<file path="src/hw/rtl/ogdm_pkg.sv">
// shared types, codes and helpers for the obstacle guarded drive mode controller
package ogdm_pkg;

  // item kinds
  localparam logic [1:0] OP_TICK = 2'd0;
  localparam logic [1:0] OP_KEY  = 2'd1;
  localparam logic [1:0] OP_ECHO = 2'd2;

  // drive modes
  localparam logic [2:0] MODE_STOP  = 3'd0;
  localparam logic [2:0] MODE_FWD   = 3'd1;
  localparam logic [2:0] MODE_BACK  = 3'd2;
  localparam logic [2:0] MODE_TRACK = 3'd3;
  localparam logic [2:0] MODE_LEFT  = 3'd4;
  localparam logic [2:0] MODE_RIGHT = 3'd5;

  // configuration register indexes
  localparam logic [2:0] REG_DRIVE_SPEED    = 3'd0;
  localparam logic [2:0] REG_GUARD_DISTANCE = 3'd1;
  localparam logic [2:0] REG_TURN_TIME_MS   = 3'd2;
  localparam logic [2:0] REG_TURN_RATIO     = 3'd3;
  localparam logic [2:0] REG_TRACK_NEAR     = 3'd4;
  localparam logic [2:0] REG_TRACK_FAR      = 3'd5;
  localparam logic [2:0] REG_TRACK_MAX      = 3'd6;
  localparam logic [2:0] REG_TRACK_SPEED    = 3'd7;

  // command bytes
  localparam logic [7:0] KEY_LF   = 8'h0A;
  localparam logic [7:0] KEY_CR   = 8'h0D;
  localparam logic [7:0] KEY_W_LC = 8'h77;
  localparam logic [7:0] KEY_W_UC = 8'h57;
  localparam logic [7:0] KEY_S_LC = 8'h73;
  localparam logic [7:0] KEY_S_UC = 8'h53;
  localparam logic [7:0] KEY_A_LC = 8'h61;
  localparam logic [7:0] KEY_A_UC = 8'h41;
  localparam logic [7:0] KEY_D_LC = 8'h64;
  localparam logic [7:0] KEY_D_UC = 8'h44;
  localparam logic [7:0] KEY_T_LC = 8'h74;
  localparam logic [7:0] KEY_T_UC = 8'h54;
  localparam logic [7:0] KEY_X_LC = 8'h78;
  localparam logic [7:0] KEY_X_UC = 8'h58;

  // reset values and the elapsed counter limit
  localparam logic [7:0]  RST_DRIVE_SPEED    = 8'd230;
  localparam logic [9:0]  RST_GUARD_DISTANCE = 10'd15;
  localparam logic [15:0] RST_TURN_TIME_MS   = 16'd2800;
  localparam logic [7:0]  RST_TURN_RATIO     = 8'd38;
  localparam logic [9:0]  RST_TRACK_NEAR     = 10'd8;
  localparam logic [9:0]  RST_TRACK_FAR      = 10'd16;
  localparam logic [9:0]  RST_TRACK_MAX      = 10'd50;
  localparam logic [7:0]  RST_TRACK_SPEED    = 8'd200;
  localparam logic [10:0] RST_DISTANCE       = 11'd100;
  localparam logic [15:0] ELAPSED_MAX        = 16'hFFFF;

  // echo_us / 58 as multiply by ceil(2^22 / 58), exact over 16-bit inputs
  localparam int          DIV58_SHIFT = 22;
  localparam logic [32:0] DIV58_RECIP = 33'd72316;

  typedef struct packed {
    logic [7:0]  drive_speed;
    logic [9:0]  guard_distance;
    logic [15:0] turn_time_ms;
    logic [7:0]  turn_ratio;
    logic [9:0]  track_near;
    logic [9:0]  track_far;
    logic [9:0]  track_max;
    logic [7:0]  track_speed;
  } cfg_t;

  typedef struct packed {
    logic [7:0]  right_fwd_duty;
    logic        right_back_on;
    logic [7:0]  left_fwd_duty;
    logic [7:0]  left_back_duty;
    logic [2:0]  drive_mode;
    logic        alarm_led;
    logic [10:0] distance_cm;
  } result_t;

  function automatic logic [10:0] div58(input logic [15:0] x);
    logic [32:0] p;
    p = {17'd0, x} * DIV58_RECIP;
    return p[DIV58_SHIFT +: 11];
  endfunction

endpackage

</file>
<file path="src/hw/rtl/ogdm_cfg.sv">
// configuration register file
module ogdm_cfg (
  input  logic             clk,
  input  logic             rst,
  input  logic             wr_en,
  input  logic [2:0]       wr_index,
  input  logic [15:0]      wr_data,
  output ogdm_pkg::cfg_t   cfg
);

  ogdm_pkg::cfg_t regs;

  always_ff @(posedge clk) begin
    if (rst) begin
      regs.drive_speed    <= ogdm_pkg::RST_DRIVE_SPEED;
      regs.guard_distance <= ogdm_pkg::RST_GUARD_DISTANCE;
      regs.turn_time_ms   <= ogdm_pkg::RST_TURN_TIME_MS;
      regs.turn_ratio     <= ogdm_pkg::RST_TURN_RATIO;
      regs.track_near     <= ogdm_pkg::RST_TRACK_NEAR;
      regs.track_far      <= ogdm_pkg::RST_TRACK_FAR;
      regs.track_max      <= ogdm_pkg::RST_TRACK_MAX;
      regs.track_speed    <= ogdm_pkg::RST_TRACK_SPEED;
    end else if (wr_en) begin
      case (wr_index)
        ogdm_pkg::REG_DRIVE_SPEED:    regs.drive_speed    <= wr_data[7:0];
        ogdm_pkg::REG_GUARD_DISTANCE: regs.guard_distance <= wr_data[9:0];
        ogdm_pkg::REG_TURN_TIME_MS:   regs.turn_time_ms   <= wr_data;
        ogdm_pkg::REG_TURN_RATIO:     regs.turn_ratio     <= wr_data[7:0];
        ogdm_pkg::REG_TRACK_NEAR:     regs.track_near     <= wr_data[9:0];
        ogdm_pkg::REG_TRACK_FAR:      regs.track_far      <= wr_data[9:0];
        ogdm_pkg::REG_TRACK_MAX:      regs.track_max      <= wr_data[9:0];
        ogdm_pkg::REG_TRACK_SPEED:    regs.track_speed    <= wr_data[7:0];
        default: ;
      endcase
    end
  end

  assign cfg = regs;

endmodule

</file>
<file path="src/hw/rtl/ogdm_core.sv">
// mode state machine, obstacle latch and wheel drive for one word
module ogdm_core (
  input  logic                clk,
  input  logic                rst,
  input  logic                fire,
  input  logic [1:0]          op,
  input  logic [7:0]          key,
  input  logic [15:0]         echo_us,
  input  ogdm_pkg::cfg_t      cfg,
  output ogdm_pkg::result_t   result
);

  logic [2:0]  mode;
  logic        latch;
  logic        led;
  logic [10:0] distance;
  logic [15:0] elapsed;

  logic [2:0]  mode_next;
  logic        latch_next;
  logic        led_next;
  logic [10:0] distance_next;
  logic [15:0] elapsed_next;

  logic [2:0]  mode_upd;
  logic [2:0]  mode_grd;
  logic        led_upd;
  logic [15:0] inner_prod;
  logic [7:0]  inner;
  logic [10:0] near_x, far_x, max_x, guard_x;

  assign inner_prod = {8'd0, cfg.drive_speed} * {8'd0, cfg.turn_ratio};
  assign inner      = inner_prod[15:8];
  assign near_x     = {1'b0, cfg.track_near};
  assign far_x      = {1'b0, cfg.track_far};
  assign max_x      = {1'b0, cfg.track_max};
  assign guard_x    = {1'b0, cfg.guard_distance};

  always_comb begin
    mode_upd      = mode;
    latch_next    = latch;
    led_upd       = led;
    distance_next = distance;
    elapsed_next  = elapsed;

    case (op)
      ogdm_pkg::OP_TICK: begin
        if (elapsed != ogdm_pkg::ELAPSED_MAX) elapsed_next = elapsed + 16'd1;
      end
      ogdm_pkg::OP_KEY: begin
        if (!(key inside {ogdm_pkg::KEY_LF, ogdm_pkg::KEY_CR})) begin
          latch_next = 1'b0;
          led_upd    = 1'b0;
        end
        case (key) inside
          ogdm_pkg::KEY_W_LC, ogdm_pkg::KEY_W_UC: begin
            mode_upd = (distance > guard_x) ? ogdm_pkg::MODE_FWD : ogdm_pkg::MODE_STOP;
          end
          ogdm_pkg::KEY_S_LC, ogdm_pkg::KEY_S_UC: mode_upd = ogdm_pkg::MODE_BACK;
          ogdm_pkg::KEY_A_LC, ogdm_pkg::KEY_A_UC: begin
            mode_upd     = ogdm_pkg::MODE_LEFT;
            elapsed_next = 16'd0;
          end
          ogdm_pkg::KEY_D_LC, ogdm_pkg::KEY_D_UC: begin
            mode_upd     = ogdm_pkg::MODE_RIGHT;
            elapsed_next = 16'd0;
          end
          ogdm_pkg::KEY_T_LC, ogdm_pkg::KEY_T_UC: mode_upd = ogdm_pkg::MODE_TRACK;
          ogdm_pkg::KEY_X_LC, ogdm_pkg::KEY_X_UC: mode_upd = ogdm_pkg::MODE_STOP;
          default: ;
        endcase
      end
      ogdm_pkg::OP_ECHO: begin
        distance_next = ogdm_pkg::div58(echo_us);
        if ((mode inside {ogdm_pkg::MODE_FWD, ogdm_pkg::MODE_LEFT, ogdm_pkg::MODE_RIGHT}) &&
            distance_next != 11'd0 && distance_next < guard_x)
          latch_next = 1'b1;
      end
      default: ;
    endcase

    // latch forces a stop of anything but stop and back
    mode_grd = mode_upd;
    led_next = led_upd;
    if (latch_next && !(mode_upd inside {ogdm_pkg::MODE_STOP, ogdm_pkg::MODE_BACK})) begin
      mode_grd = ogdm_pkg::MODE_STOP;
      led_next = 1'b1;
    end

    // after the guard a set latch leaves only stop or back, so no forward drive to suppress
    mode_next             = mode_grd;
    result                = '0;
    result.alarm_led      = led_next;
    result.distance_cm    = distance_next;
    case (mode_grd)
      ogdm_pkg::MODE_FWD: begin
        result.right_fwd_duty = cfg.drive_speed;
        result.left_fwd_duty  = cfg.drive_speed;
      end
      ogdm_pkg::MODE_BACK: begin
        result.right_back_on  = (cfg.drive_speed != 8'd0);
        result.left_back_duty = cfg.drive_speed;
      end
      ogdm_pkg::MODE_LEFT: begin
        result.right_fwd_duty = cfg.drive_speed;
        result.left_fwd_duty  = inner;
        if (elapsed_next > cfg.turn_time_ms) mode_next = ogdm_pkg::MODE_STOP;
      end
      ogdm_pkg::MODE_RIGHT: begin
        result.right_fwd_duty = inner;
        result.left_fwd_duty  = cfg.drive_speed;
        if (elapsed_next > cfg.turn_time_ms) mode_next = ogdm_pkg::MODE_STOP;
      end
      ogdm_pkg::MODE_TRACK: begin
        if (distance_next != 11'd0 && distance_next < near_x) begin
          result.right_back_on  = (cfg.track_speed != 8'd0);
          result.left_back_duty = cfg.track_speed;
        end else if (distance_next >= near_x && distance_next <= far_x) begin
          result.right_fwd_duty = 8'd0;
        end else if (distance_next > far_x && distance_next <= max_x) begin
          result.right_fwd_duty = cfg.track_speed;
          result.left_fwd_duty  = cfg.track_speed;
        end
      end
      default: ;
    endcase
    result.drive_mode = mode_next;
  end

  always_ff @(posedge clk) begin
    if (rst) begin
      mode     <= ogdm_pkg::MODE_STOP;
      latch    <= 1'b0;
      led      <= 1'b0;
      distance <= ogdm_pkg::RST_DISTANCE;
      elapsed  <= 16'd0;
    end else if (fire) begin
      mode     <= mode_next;
      latch    <= latch_next;
      led      <= led_next;
      distance <= distance_next;
      elapsed  <= elapsed_next;
    end
  end

endmodule

</file>
<file path="src/hw/rtl/obstacle_guarded_drive_mode_fsm_top.sv">
// top level: input register, mode core and result register of the drive controller
//
//   port group   dir  handshake                  payload
//   req          in   req_valid / req_stall      op, key, echo_us
//   rsp          out  rsp_valid / rsp_stall      wheel duties, drive_mode, alarm_led, distance_cm
//   cfg          in   cfg_valid / cfg_ready      cfg_index, cfg_data
//
// one word per cycle sustained while rsp_stall is low; a word taken into the input register moves on
// to the result register, with the whole step in the logic between them
// rst is synchronous; state comes back to stop mode, latch clear, distance 100
// a stalled result holds; the input register still takes one more word behind it
// cfg_ready is always high, writes land in the next cycle
module obstacle_guarded_drive_mode_fsm_top (
  input  logic        clk,
  input  logic        rst,
  input  logic        req_valid,
  output logic        req_stall,
  input  logic [1:0]  op,
  input  logic [7:0]  key,
  input  logic [15:0] echo_us,
  output logic        rsp_valid,
  input  logic        rsp_stall,
  output logic [7:0]  right_fwd_duty,
  output logic        right_back_on,
  output logic [7:0]  left_fwd_duty,
  output logic [7:0]  left_back_duty,
  output logic [2:0]  drive_mode,
  output logic        alarm_led,
  output logic [10:0] distance_cm,
  input  logic        cfg_valid,
  output logic        cfg_ready,
  input  logic [2:0]  cfg_index,
  input  logic [15:0] cfg_data
);

  ogdm_pkg::cfg_t    cfg;
  ogdm_pkg::result_t result;
  ogdm_pkg::result_t rsp;

  logic        hold_valid;
  logic [1:0]  hold_op;
  logic [7:0]  hold_key;
  logic [15:0] hold_echo;
  logic        accept;
  logic        fire;

  assign cfg_ready = 1'b1;
  assign fire      = hold_valid && (!rsp_valid || !rsp_stall);
  assign req_stall = hold_valid && !fire;
  assign accept    = req_valid && !req_stall;

  ogdm_cfg u_cfg (
    .clk      (clk),
    .rst      (rst),
    .wr_en    (cfg_valid && cfg_ready),
    .wr_index (cfg_index),
    .wr_data  (cfg_data),
    .cfg      (cfg)
  );

  ogdm_core u_core (
    .clk     (clk),
    .rst     (rst),
    .fire    (fire),
    .op      (hold_op),
    .key     (hold_key),
    .echo_us (hold_echo),
    .cfg     (cfg),
    .result  (result)
  );

  always_ff @(posedge clk) begin
    if (rst) begin
      hold_valid <= 1'b0;
    end else if (accept) begin
      hold_valid <= 1'b1;
    end else if (fire) begin
      hold_valid <= 1'b0;
    end
  end

  always_ff @(posedge clk) begin
    if (accept) begin
      hold_op   <= op;
      hold_key  <= key;
      hold_echo <= echo_us;
    end
  end

  always_ff @(posedge clk) begin
    if (rst) begin
      rsp_valid <= 1'b0;
    end else if (fire) begin
      rsp_valid <= 1'b1;
    end else if (!rsp_stall) begin
      rsp_valid <= 1'b0;
    end
  end

  always_ff @(posedge clk) begin
    if (fire) begin
      rsp <= result;
    end
  end

  assign right_fwd_duty = rsp.right_fwd_duty;
  assign right_back_on  = rsp.right_back_on;
  assign left_fwd_duty  = rsp.left_fwd_duty;
  assign left_back_duty = rsp.left_back_duty;
  assign drive_mode     = rsp.drive_mode;
  assign alarm_led      = rsp.alarm_led;
  assign distance_cm    = rsp.distance_cm;

  // a word in the input register is never overwritten before it is processed
  a_no_overwrite: assert property (@(posedge clk) disable iff (rst)
    accept && hold_valid |-> fire)
    else $error("input word overwritten before processing");

  // the alarm only stands while stopped or backing
  a_alarm_mode: assert property (@(posedge clk) disable iff (rst)
    rsp_valid && alarm_led |->
      drive_mode == ogdm_pkg::MODE_STOP || drive_mode == ogdm_pkg::MODE_BACK)
    else $error("alarm lit while driving forward or turning");

  // backing never drives a wheel forward
  a_back_no_fwd: assert property (@(posedge clk) disable iff (rst)
    rsp_valid && drive_mode == ogdm_pkg::MODE_BACK |->
      right_fwd_duty == 8'd0 && left_fwd_duty == 8'd0)
    else $error("forward duty in back mode");

  // a processed word shows up as a result at the next edge
  a_fire_result: assert property (@(posedge clk) disable iff (rst)
    fire |=> rsp_valid)
    else $error("processed word produced no result");

endmodule
</file>
<file path="config.mk">
export PLATFORM = sky130hd
export DESIGN_NAME = obstacle_guarded_drive_mode_fsm_top
export DESIGN_NICKNAME = d
export VERILOG_FILES = /design/src/hw/rtl/ogdm_pkg.sv /design/src/hw/rtl/ogdm_cfg.sv /design/src/hw/rtl/ogdm_core.sv /design/src/hw/rtl/obstacle_guarded_drive_mode_fsm_top.sv
export SDC_FILE = /design/constraint.sdc
export NUM_CORES = 1
export LEC_CHECK = 0
export BUFFER_PORTS_ARGS = -buffer_cell sky130_fd_sc_hd__buf_2
export CAP_MARGIN = 25
export CORE_MARGIN = 5
export CORE_UTILIZATION = 55
export CTS_CLUSTER_SIZE = 12
export DETAILED_ROUTE_END_ITERATION = 7
export GPL_TIMING_DRIVEN = 0
export PLACE_DENSITY = 0.84
export SLEW_MARGIN = 15
export SYNTH_ARGS = -nofsm -noshare
export SYNTH_HDL_FRONTEND = slang
export SYNTH_HIERARCHICAL = 1
export SYNTH_SLANG_ARGS = --single-unit
</file>
<file path="constraint.sdc">
create_clock -name clk -period 8.7 [get_ports clk]
set_clock_uncertainty 0.1 [all_clocks]
set_input_delay 0.435 -clock clk [delete_from_list [all_inputs] [get_ports clk]]
set_output_delay 0.435 -clock clk [all_outputs]
set_load 0.02 [all_outputs]
</file>
# == Word level (Yosys, flattened, before mapping) ==
# Index checks and enable logic that the tools add are counted.
# op_classes
n_mux,37
addsub,1
multipliers,2
n_eq_ne,34
reduce_logical,43
magnitude_cmp,8
# ops
cell,n
$eq A8 B7 Y1 const B,12
$mux W16,5
$pmux W8 S3,2
$mux W8,4
$pmux W16 S2,1
$mul A16 B15 Y31 const B,1
$mux W3,10
$eq A3 B3 Y1 const B,8
$gt A11 B10 Y1,2
$le A11 B10 Y1,2
$lt A11 B10 Y1,2
$reduce_bool A11 Y1,2
$reduce_or A2 Y1,9
$add A16 B1 Y16 const B,1
$eq A8 B4 Y1 const B,2
$gt A16 B16 Y1,1
$mul A8 B8 Y16,1
$ne A16 B16 Y1 const B,1
$pmux W8 S2,1
$reduce_and A2 Y1,8
$reduce_bool A8 Y1,2
$eq A3 B2 Y1 const B,5
$ge A11 B10 Y1,1
$mux W1,11
13 further kinds,31
# word_totals
reg_bits,180
elab_cells,150

# == Logic depth before layout (Yosys ltp) ==
# Gate-level depths: netlist of run 1.
# logic_depth
ltp_word,17
mapped_depth,32

# == Modules after synthesis ==
# Netlist of run 1, hierarchy kept.
# modules_own_cells
module,cells_each,n_inst,seq_area_each_um2,area_per_inst_um2
ogdm_core,1337,1,640.6,11006.8
ogdm_cfg,299,1,1601.5,3208.1
obstacle_guarded_drive_mode_fsm_top,78,1,2021.9,2079.5

# == Worst setup path before layout of run 1 ==
# Ideal clock, no wire load.
# synth_path
kind,register to register
start,register hold_echo[12]
end,"register rsp, in the netlist left_fwd_duty[2], data pin"
t_arrival_ns,7.629
slack_ns,0.702
t_required_ns,8.332
n_path_buf,1
path_stages_with_launch,31
cell_sequence,edfxtp_1 -> fa_1 -> inv_1 -> fa_1 -> inv_1 -> fa_1 -> fa_1 -> fa_1 -> inv_1 -> fa_1 -> inv_1 -> ha_1 -> a21oi_1 -> o21ai_0 -> a21oi_1 -> o21ai_0 -> or3_2 -> a31oi_1 -> inv_1 -> ha_1 -> nor2b_1 -> o21a_1 -> o21a_1 -> o21a_1 -> o21a_1 -> o211ai_1 -> a21oi_1 -> a211o_1 -> o21ai_1 -> clkbuf_1 -> o22ai_1
# synth_lines
item,line_no,rtl
"start, declared",obstacle_guarded_drive_mode_fsm_top.sv:43,logic [15:0] hold_echo;
"start signal, assigned",obstacle_guarded_drive_mode_fsm_top.sv:86,hold_echo <= echo_us;
"end signal, assigned",obstacle_guarded_drive_mode_fsm_top.sv:102,rsp <= result;
"end, declared",obstacle_guarded_drive_mode_fsm_top.sv:38,ogdm_pkg::result_t rsp;

==> results.yml, run 1 <==
placement:
  place_area_mm2: 0.0173
  gp_congestion: 0.939
  io_buffer_count: 91
  hpwl_um: 34200
  dp_cells: 2198
  dp_slack_ps: -528
cells_and_area:
  regArea_mm2: 0.00426
  fin_area_mm2: 0.0182
  final_layout_size_suffix_gt1_frac: 0.124
  nets: 2235
  fin_cells: 2248
  fin_util: 0.616
  syn_to_final_growth_pct: 11.5
  multi_input_area_mm2: 0.0109
  fillCellCount: 2412
  antennaDiodeCount: 0
sta:
  hold_violations: 0
  tightestPinTransition_ps: 1080
  setup_viol: 0
  finalCritPeriodShare: 0.959
  worst_slack_ps: 353
  slew_viol_final: 0
  worst_hold_slack_ps: 56.4
  fin_setup_tns_ps: 0
  min_period_ps: 8350
  slew_headroom: 0.272
  timing.fmax_ghz: 0.120
synthesis:
  synth_flop_cell: "dfxtp_1"
  synth_area_per_cell_um2: 9.51
  ys_seq_elements: 180
  synth_area_mm2: 0.0163
  seq_area_frac_synth: 0.262
  async_flop_share: 0
  netlist_instances: 1714
  synth_fp_nets: 2104
  yosys_warnings: 6
  synth-edff-count: 66
  yosysUniqueCellTypes: 86
cts:
  cts.sinks: 180
  cts_tree: "built"
  htree_levels: 4
  clk_latency_ps: 450
  numCtsBuffers: 17
  holdBufCountCts: 0
  cts_root_buffer: "clkbuf_16"
  clockBufferDepth: 2
  clk_pin_slew_worst_paths_ps: 80
global_routing:
  grt_pass1_wl_um: 70100
  grt-ovfl-total: 0
  grt_max_degree: 27
  grt_pass1_vias: 13500
  grt_use_total: 0.263
  antenna_found_initial: 0
setup_path:
  critPathKind: "reg -> reg"
  r2r_slack_ps: 350
  crit_path_start_kind: "flip-flop"
  worstSetupEndpointType: "flip-flop"
  required_ps: 8880
  rr_endpoint: "left_back_duty[4]"
  critPathMaxFanout: 7
  arrival_ps: 8530
  reg2reg_from: "hold_echo[15]"
  reg2reg_depth: 27
min_path:
  worstHoldPathType: "in -> reg"
  min_delay_path_depth: 1
  holdCritStartpoint: "key[2]"
  hold_end: "hold_key[2]"
floorplan:
  pin_count: 93
  chipWidth_um: 182
  dieArea_mm2: 0.0332
  core_mm2: 0.0295
  rows: 63
  initial_core_util: 0.553
  die_h_um: 182
power:
  peakVddDrop_mv: 0.265
  p_leak_nw: 8.57
  power_mw: 5.14
  p_per_area_mw_per_mm2: 283
routing:
  drt-initial-drc-count: 1043
  via_count: 13200
  detail-route-antenna-nets: 0
  drc: 0
  totalWireLength_um: 44100
  wire_per_inst_um: 19.6
  drt-vias-per-instance: 5.88
  firstDrtPassIters: 6
flow_run:
  cap_violations: 0
status:
  status: "finished, final reports clean"
layer usage:
metal | GRT usage | part of all wire | routed length, µm | vias to the layer above
met3 | 0.0411 | 0.067 | 2940 | 97
met5 | 0 | 0 | 0 | -
met1 | 0.338 | 0.41 | 18200 | 6442
li1 | - | - | - | 6160
met2 | 0.455 | 0.49 | 21700 | 524
met4 | 0.0844 | 0.028 | 1240 | 0
critical path, cell delays in order, from the launching register on:
cell and delay [ps]:
edfxtp_1 540, fa_1 550, inv_1 70, fa_1 540, inv_1 70, fa_1 490, fa_1 510, fa_1 490
inv_1 50, fa_1 500, inv_1 60, ha_1 360, nand4_1 190, nor3_1 310, nand2_1 100, o211a_1 330
a211oi_2 320, mux2_2 370, ha_1 270, o21a_1 110, o21a_1 180, o21a_1 180, o21a_1 170, o211ai_1 190
a21oi_1 100, a211o_1 340, or3_4 480, o21ai_1 200
report_power, final:
group | switching [mW] | internal (mW)
registers | 0.0423 | 0.925
logic | 2.04 | 1.34
clock network | 0.390 | 0.404
cell families (layout without fill, tap and decap cells):
logic type / after synthesis / after routing / synth area share
and+or+nand+nor: 489 / 490 / 0.162
muxes: 103 / 103 / 0.0637
adders and majority gates: 340 / 340 / 0.314
other: 1 / 1 / 0.000230
DFF: 180 / 180 / 0.262
xor gates and xnor gates: 27 / 27 / 0.0145
buffers and inverters: 307 / 450 / 0.0759
AOI/OAI and AO/OA: 267 / 267 / 0.108
sequential cells by signal, indices dropped and copies added (netlist names), 2 cells and up:
register,count
hold_key,8
right_fwd_duty,8
u_cfg/cfg,80
hold_op,2
u_core/elapsed,16
u_core/distance,11
u_core/mode,3
left_back_duty,8
left_fwd_duty,8
distance_cm,11
drive_mode,3
hold_echo,16
synthesized netlist by cell type, types with 8 or more instances:
cell      number  area (µm²)
a31oi_1       14        87.6
nand4_2        8         100
and2_1        45         282
buf_2         12        60.1
a21o_1        14         105
inv_1        244         916
o22ai_1       20         125
nand3_1       24         120
clkbuf_1      37         139
mux2i_1       97         971
nor2b_1       12        75.1
o21ai_0       49         245
edfxtp_1      66        1980
fa_1         115        2300
xnor2_1        8        70.1
nand2_1       95         357
nand2b_1      74         463
xor2_1        19         166
a21oi_1       52         260
o21ai_1       12        60.1
nor3_1        30         150
nor2_1       114         428
nor4_1        13        81.3
o21a_1        22         165
nand4_1       21         131
ha_1         225        2820
a211oi_1      12        90.1
dfxtp_1      114        2280
placed cells by master, fill, tap and decap left out, types with 8 or more instances in the layout:
master	netlist	routed
a211oi_1	12	11
a21o_1	14	14
a21oi_1	52	51
a31oi_1	14	13
and2_1	45	45
buf_2	12	104
buf_4	5	22
clkbuf_1	37	35
clkbuf_16	0	18
dfxtp_1	114	114
edfxtp_1	66	66
fa_1	115	115
ha_1	225	225
inv_1	244	243
mux2i_1	97	96
nand2_1	95	95
nand2b_1	74	74
nand3_1	24	24
nand4_1	21	21
nand4_2	8	8
nor2_1	114	113
nor2b_1	12	12
nor3_1	30	30
nor4_1	13	12
o21a_1	22	22
o21ai_0	49	47
o21ai_1	12	9
o22ai_1	20	18
xor2_1	19	19
layout make-up:
| type | count | share of cell area |
|---|---|---|
| multi-input cells | 1228 | 0.602 |
| repair buffers | 112 | 0.0358 |
| flip-flops and latches | 180 | 0.235 |
| well taps | 390 | 0.0269 |
| plain buffers | 61 | 0.0174 |
| clock inverters | 14 | 0.00826 |
| clock buffers | 18 | 0.0248 |
| inverters | 245 | 0.0506 |
worst max-delay path by stage:
stage	startpoint	slack (ps)	cells after the start	to
final	hold_echo[15]	350	27	left_back_duty[4]
after detailed placement	hold_echo[12]	-530	30	right_fwd_duty[4]
after CTS	hold_echo[13]	30	30	right_fwd_duty[4]
after floorplan	hold_echo[12]	700	30	left_fwd_duty[2]
after global placement	hold_echo[12]	-490	30	left_fwd_duty[3]
after global routing	hold_echo[13]	-9	29	right_back_on
repair_timing:
action,4_1_cts,5_1_grt
pin swaps,0,6
setup buffers,9,8
gates resized for setup,7,21
endpoints found under the setup margin,25,25
cloned,0,1
Power figures use the tool's default switching activity.
==> run 2: changes to the inputs <==
--- a/config.mk
+++ b/config.mk
@@ -12,7 +12,7 @@
 export CTS_CLUSTER_SIZE = 12
 export DETAILED_ROUTE_END_ITERATION = 7
 export GPL_TIMING_DRIVEN = 0
-export PLACE_DENSITY = 0.84
+export PLACE_DENSITY = 0.87
 export SLEW_MARGIN = 15
 export SYNTH_ARGS = -nofsm -noshare
 export SYNTH_HDL_FRONTEND = slang
==> constraint.sdc (replaced) <==
create_clock -name clk -period 7.2 [get_ports clk]
set_clock_uncertainty 0.1 [all_clocks]
set_input_delay 0.36 -clock clk [delete_from_list [all_inputs] [get_ports clk]]
set_output_delay 0.36 -clock clk [all_outputs]
set_load 0.02 [all_outputs]
==> run 2 against run 1 <==
Effect of this change: the flow now finishes with violations (negative setup slack); first-iteration DRC count is 18% higher; register-to-register slack worse by 1100 ps; count of clock-buffer cells in the layout increased by 1; total power up 47%; sequential share of layout area is 1.5 points lower; largest power group unchanged; critical endpoint is now left_fwd_duty[7]; combinational power rose by 61%; utilization grew 4.1 points.
==> results.yml, run 2 (same netlist as run 1, synthesis figures left out) <==
global_routing:
  grt_pass1_vias: 14000
  antenna_found_initial: 0
  grt_max_degree: 27
  grt_pass1_wl_um: 71600
  grt_use_total: 0.265
  grt-ovfl-total: 0
setup_path:
  critPathKind: "reg -> reg"
  crit_start: "hold_echo[12]"
  slowest_delay_ps: 590
  worstSetupEndpointType: "flip-flop"
  critPathSlowestCell: "fa_1"
  arrival_ps: 8090
  critPathMaxFanout: 6
  crit_top_cell: "fa_1"
  reg2reg_from: "hold_echo[12]"
  required_ps: 7380
  crit_path_start_kind: "flip-flop"
cells_and_area:
  final_layout_size_suffix_gt1_frac: 0.181
  mostFrequentLayoutCell: "inv_1"
  mostFrequentLayoutCells: "inv_1, ha_1, dfxtp_1"
  nets: 2304
  fin_cells: 2317
  syn_to_final_growth_pct: 18.9
  largest_reg_flops: 80
  antennaDiodeCount: 0
routing:
  wire_per_inst_um: 19.7
  totalWireLength_um: 45700
  drt-initial-drc-count: 1227
  drc: 0
  firstDrtPassIters: 5
  drt-vias-per-instance: 6.00
  detail-route-antenna-nets: 0
  via_count: 13900
min_path:
  worstHoldPathType: "in -> reg"
  holdCritStartpoint: "echo_us[12]"
status:
  violations: "negative setup slack"
  status: "complete, but fails checks"
cts:
  clk_latency_ps: 440
  numCtsBuffers: 17
  cts.sinks: 180
  cts_tree: "built"
  clockBufferDepth: 2
  cts_root_buffer: "clkbuf_16"
  htree_levels: 4
  clk_pin_slew_worst_paths_ps: 70
sta:
  min_period_ps: 7910
  rsz0062_at_grt: "true"
  worst_slack_ps: -712
  slew_headroom: 0.277
  timing.fmax_ghz: 0.126
  finalCritPeriodShare: 1.10
  setup_viol: 34
  hold_violations: 0
  slew_viol_final: 0
  fin_setup_tns_ps: -20740
  tightestPinTransition_ps: 1080
placement:
  dp_slack_ps: -1140
  gp_congestion: 0.964
  hpwl_um: 32800
  io_buffer_count: 91
  dp_cells: 2197
power:
  combPwrFrac: 0.717
  p_int_mw: 4.11
  peakVddDrop_mv: 0.464
  pwr-share-clk: 0.129
  p_sw_frac: 0.457
  p_leak_nw: 8.93
  pwr-share-seq: 0.154
  power_mw: 7.57
  p_per_area_mw_per_mm2: 391
  p_switching_mw: 3.46
floorplan:
  dieArea_mm2: 0.0332
  chipWidth_um: 182
  initial_core_util: 0.553
  pin_count: 93
  die_h_um: 182
  rows: 63
  core_mm2: 0.0295
flow_run:
  cap_violations: 0
==> run 2: cell count changes in the layout (fill, tap and decap cells not counted), sizes merged <==
| cell | before | now |
|---|---|---|
| clkinv | 4 | 3 |
| bufinv | 0 | 2 |
| buf | 136 | 182 |
| clkinvlp | 0 | 1 |
| dlygate4sd3 | 0 | 25 |
| or3 | 10 | 9 |
| inv | 255 | 252 |
==> run 2: layout make-up <==
type	instances	area, µm²
repair buffers	184	1300
clock buffers	19	454
well taps	390	488
plain buffers	59	312
clock inverters	13	159
inverters	245	922
flip-flops and latches	180	4260
multi-input cells	1227	11500
fillers	2142	10100
==> run 2: repair_timing <==
action	CTS	global route
endpoints found under the setup margin	34	34
pin swaps	26	20
gates resized for setup	59	43
cloned	2	0
hold endpoints to repair	25	0
buffers inserted	44	20
hold buffers	25	0
==> run 2: through the flow <==
stage	hold WS, ps	area (µm²)	util
3_5_place_dp	365	17500	0.593
5_1_grt	9.48	19400	0.657
6_report	35.3	19400	0.657
4_1_cts	6.01	19000	0.645
3_3_place_gp	361	17400	0.591
2_1_floorplan	322	16500	-
==> run 2: worst paths after layout <==
path	end	slack, ps	depth (start not counted)
hold / removal	hold_echo[12]	40	1
hold reg to reg	u_cfg/cfg[35]	370	2
setup reg to reg	left_fwd_duty[7]	-710	28
setup / recovery	left_fwd_duty[7]	-710	28
==> run 2: worst max-delay path, delay by kind of cell (launching register included) <==
kind                       cells  cell delay [ps]
AOI/OAI and AO/OA              4              820
muxes                          1              330
and+or+nand+nor                7             1330
buffers and inverters          8              870
adders and majority gates      8             3770
DFF                            1              510
==> run 2: layer usage <==
layer,share of wire,GRT usage,wire [µm]
met1,0.40,0.343,18300
met2,0.48,0.442,21800
met3,0.078,0.0446,3580
met4,0.043,0.113,1950
met5,0,0,0
==> run 2: power groups by stage <==
stage | Sequential, mW | Combinational (mW) | Clock (mW)
after global routing | 1.17 | 5.91 | 1.04
final | 1.16 | 5.43 | 0.979
after floorplan | 1.20 | 3.20 | 0
after CTS | 1.16 | 4.73 | 0.988
after global placement | 1.19 | 4.03 | 0
after detailed placement | 1.19 | 4.17 | 0
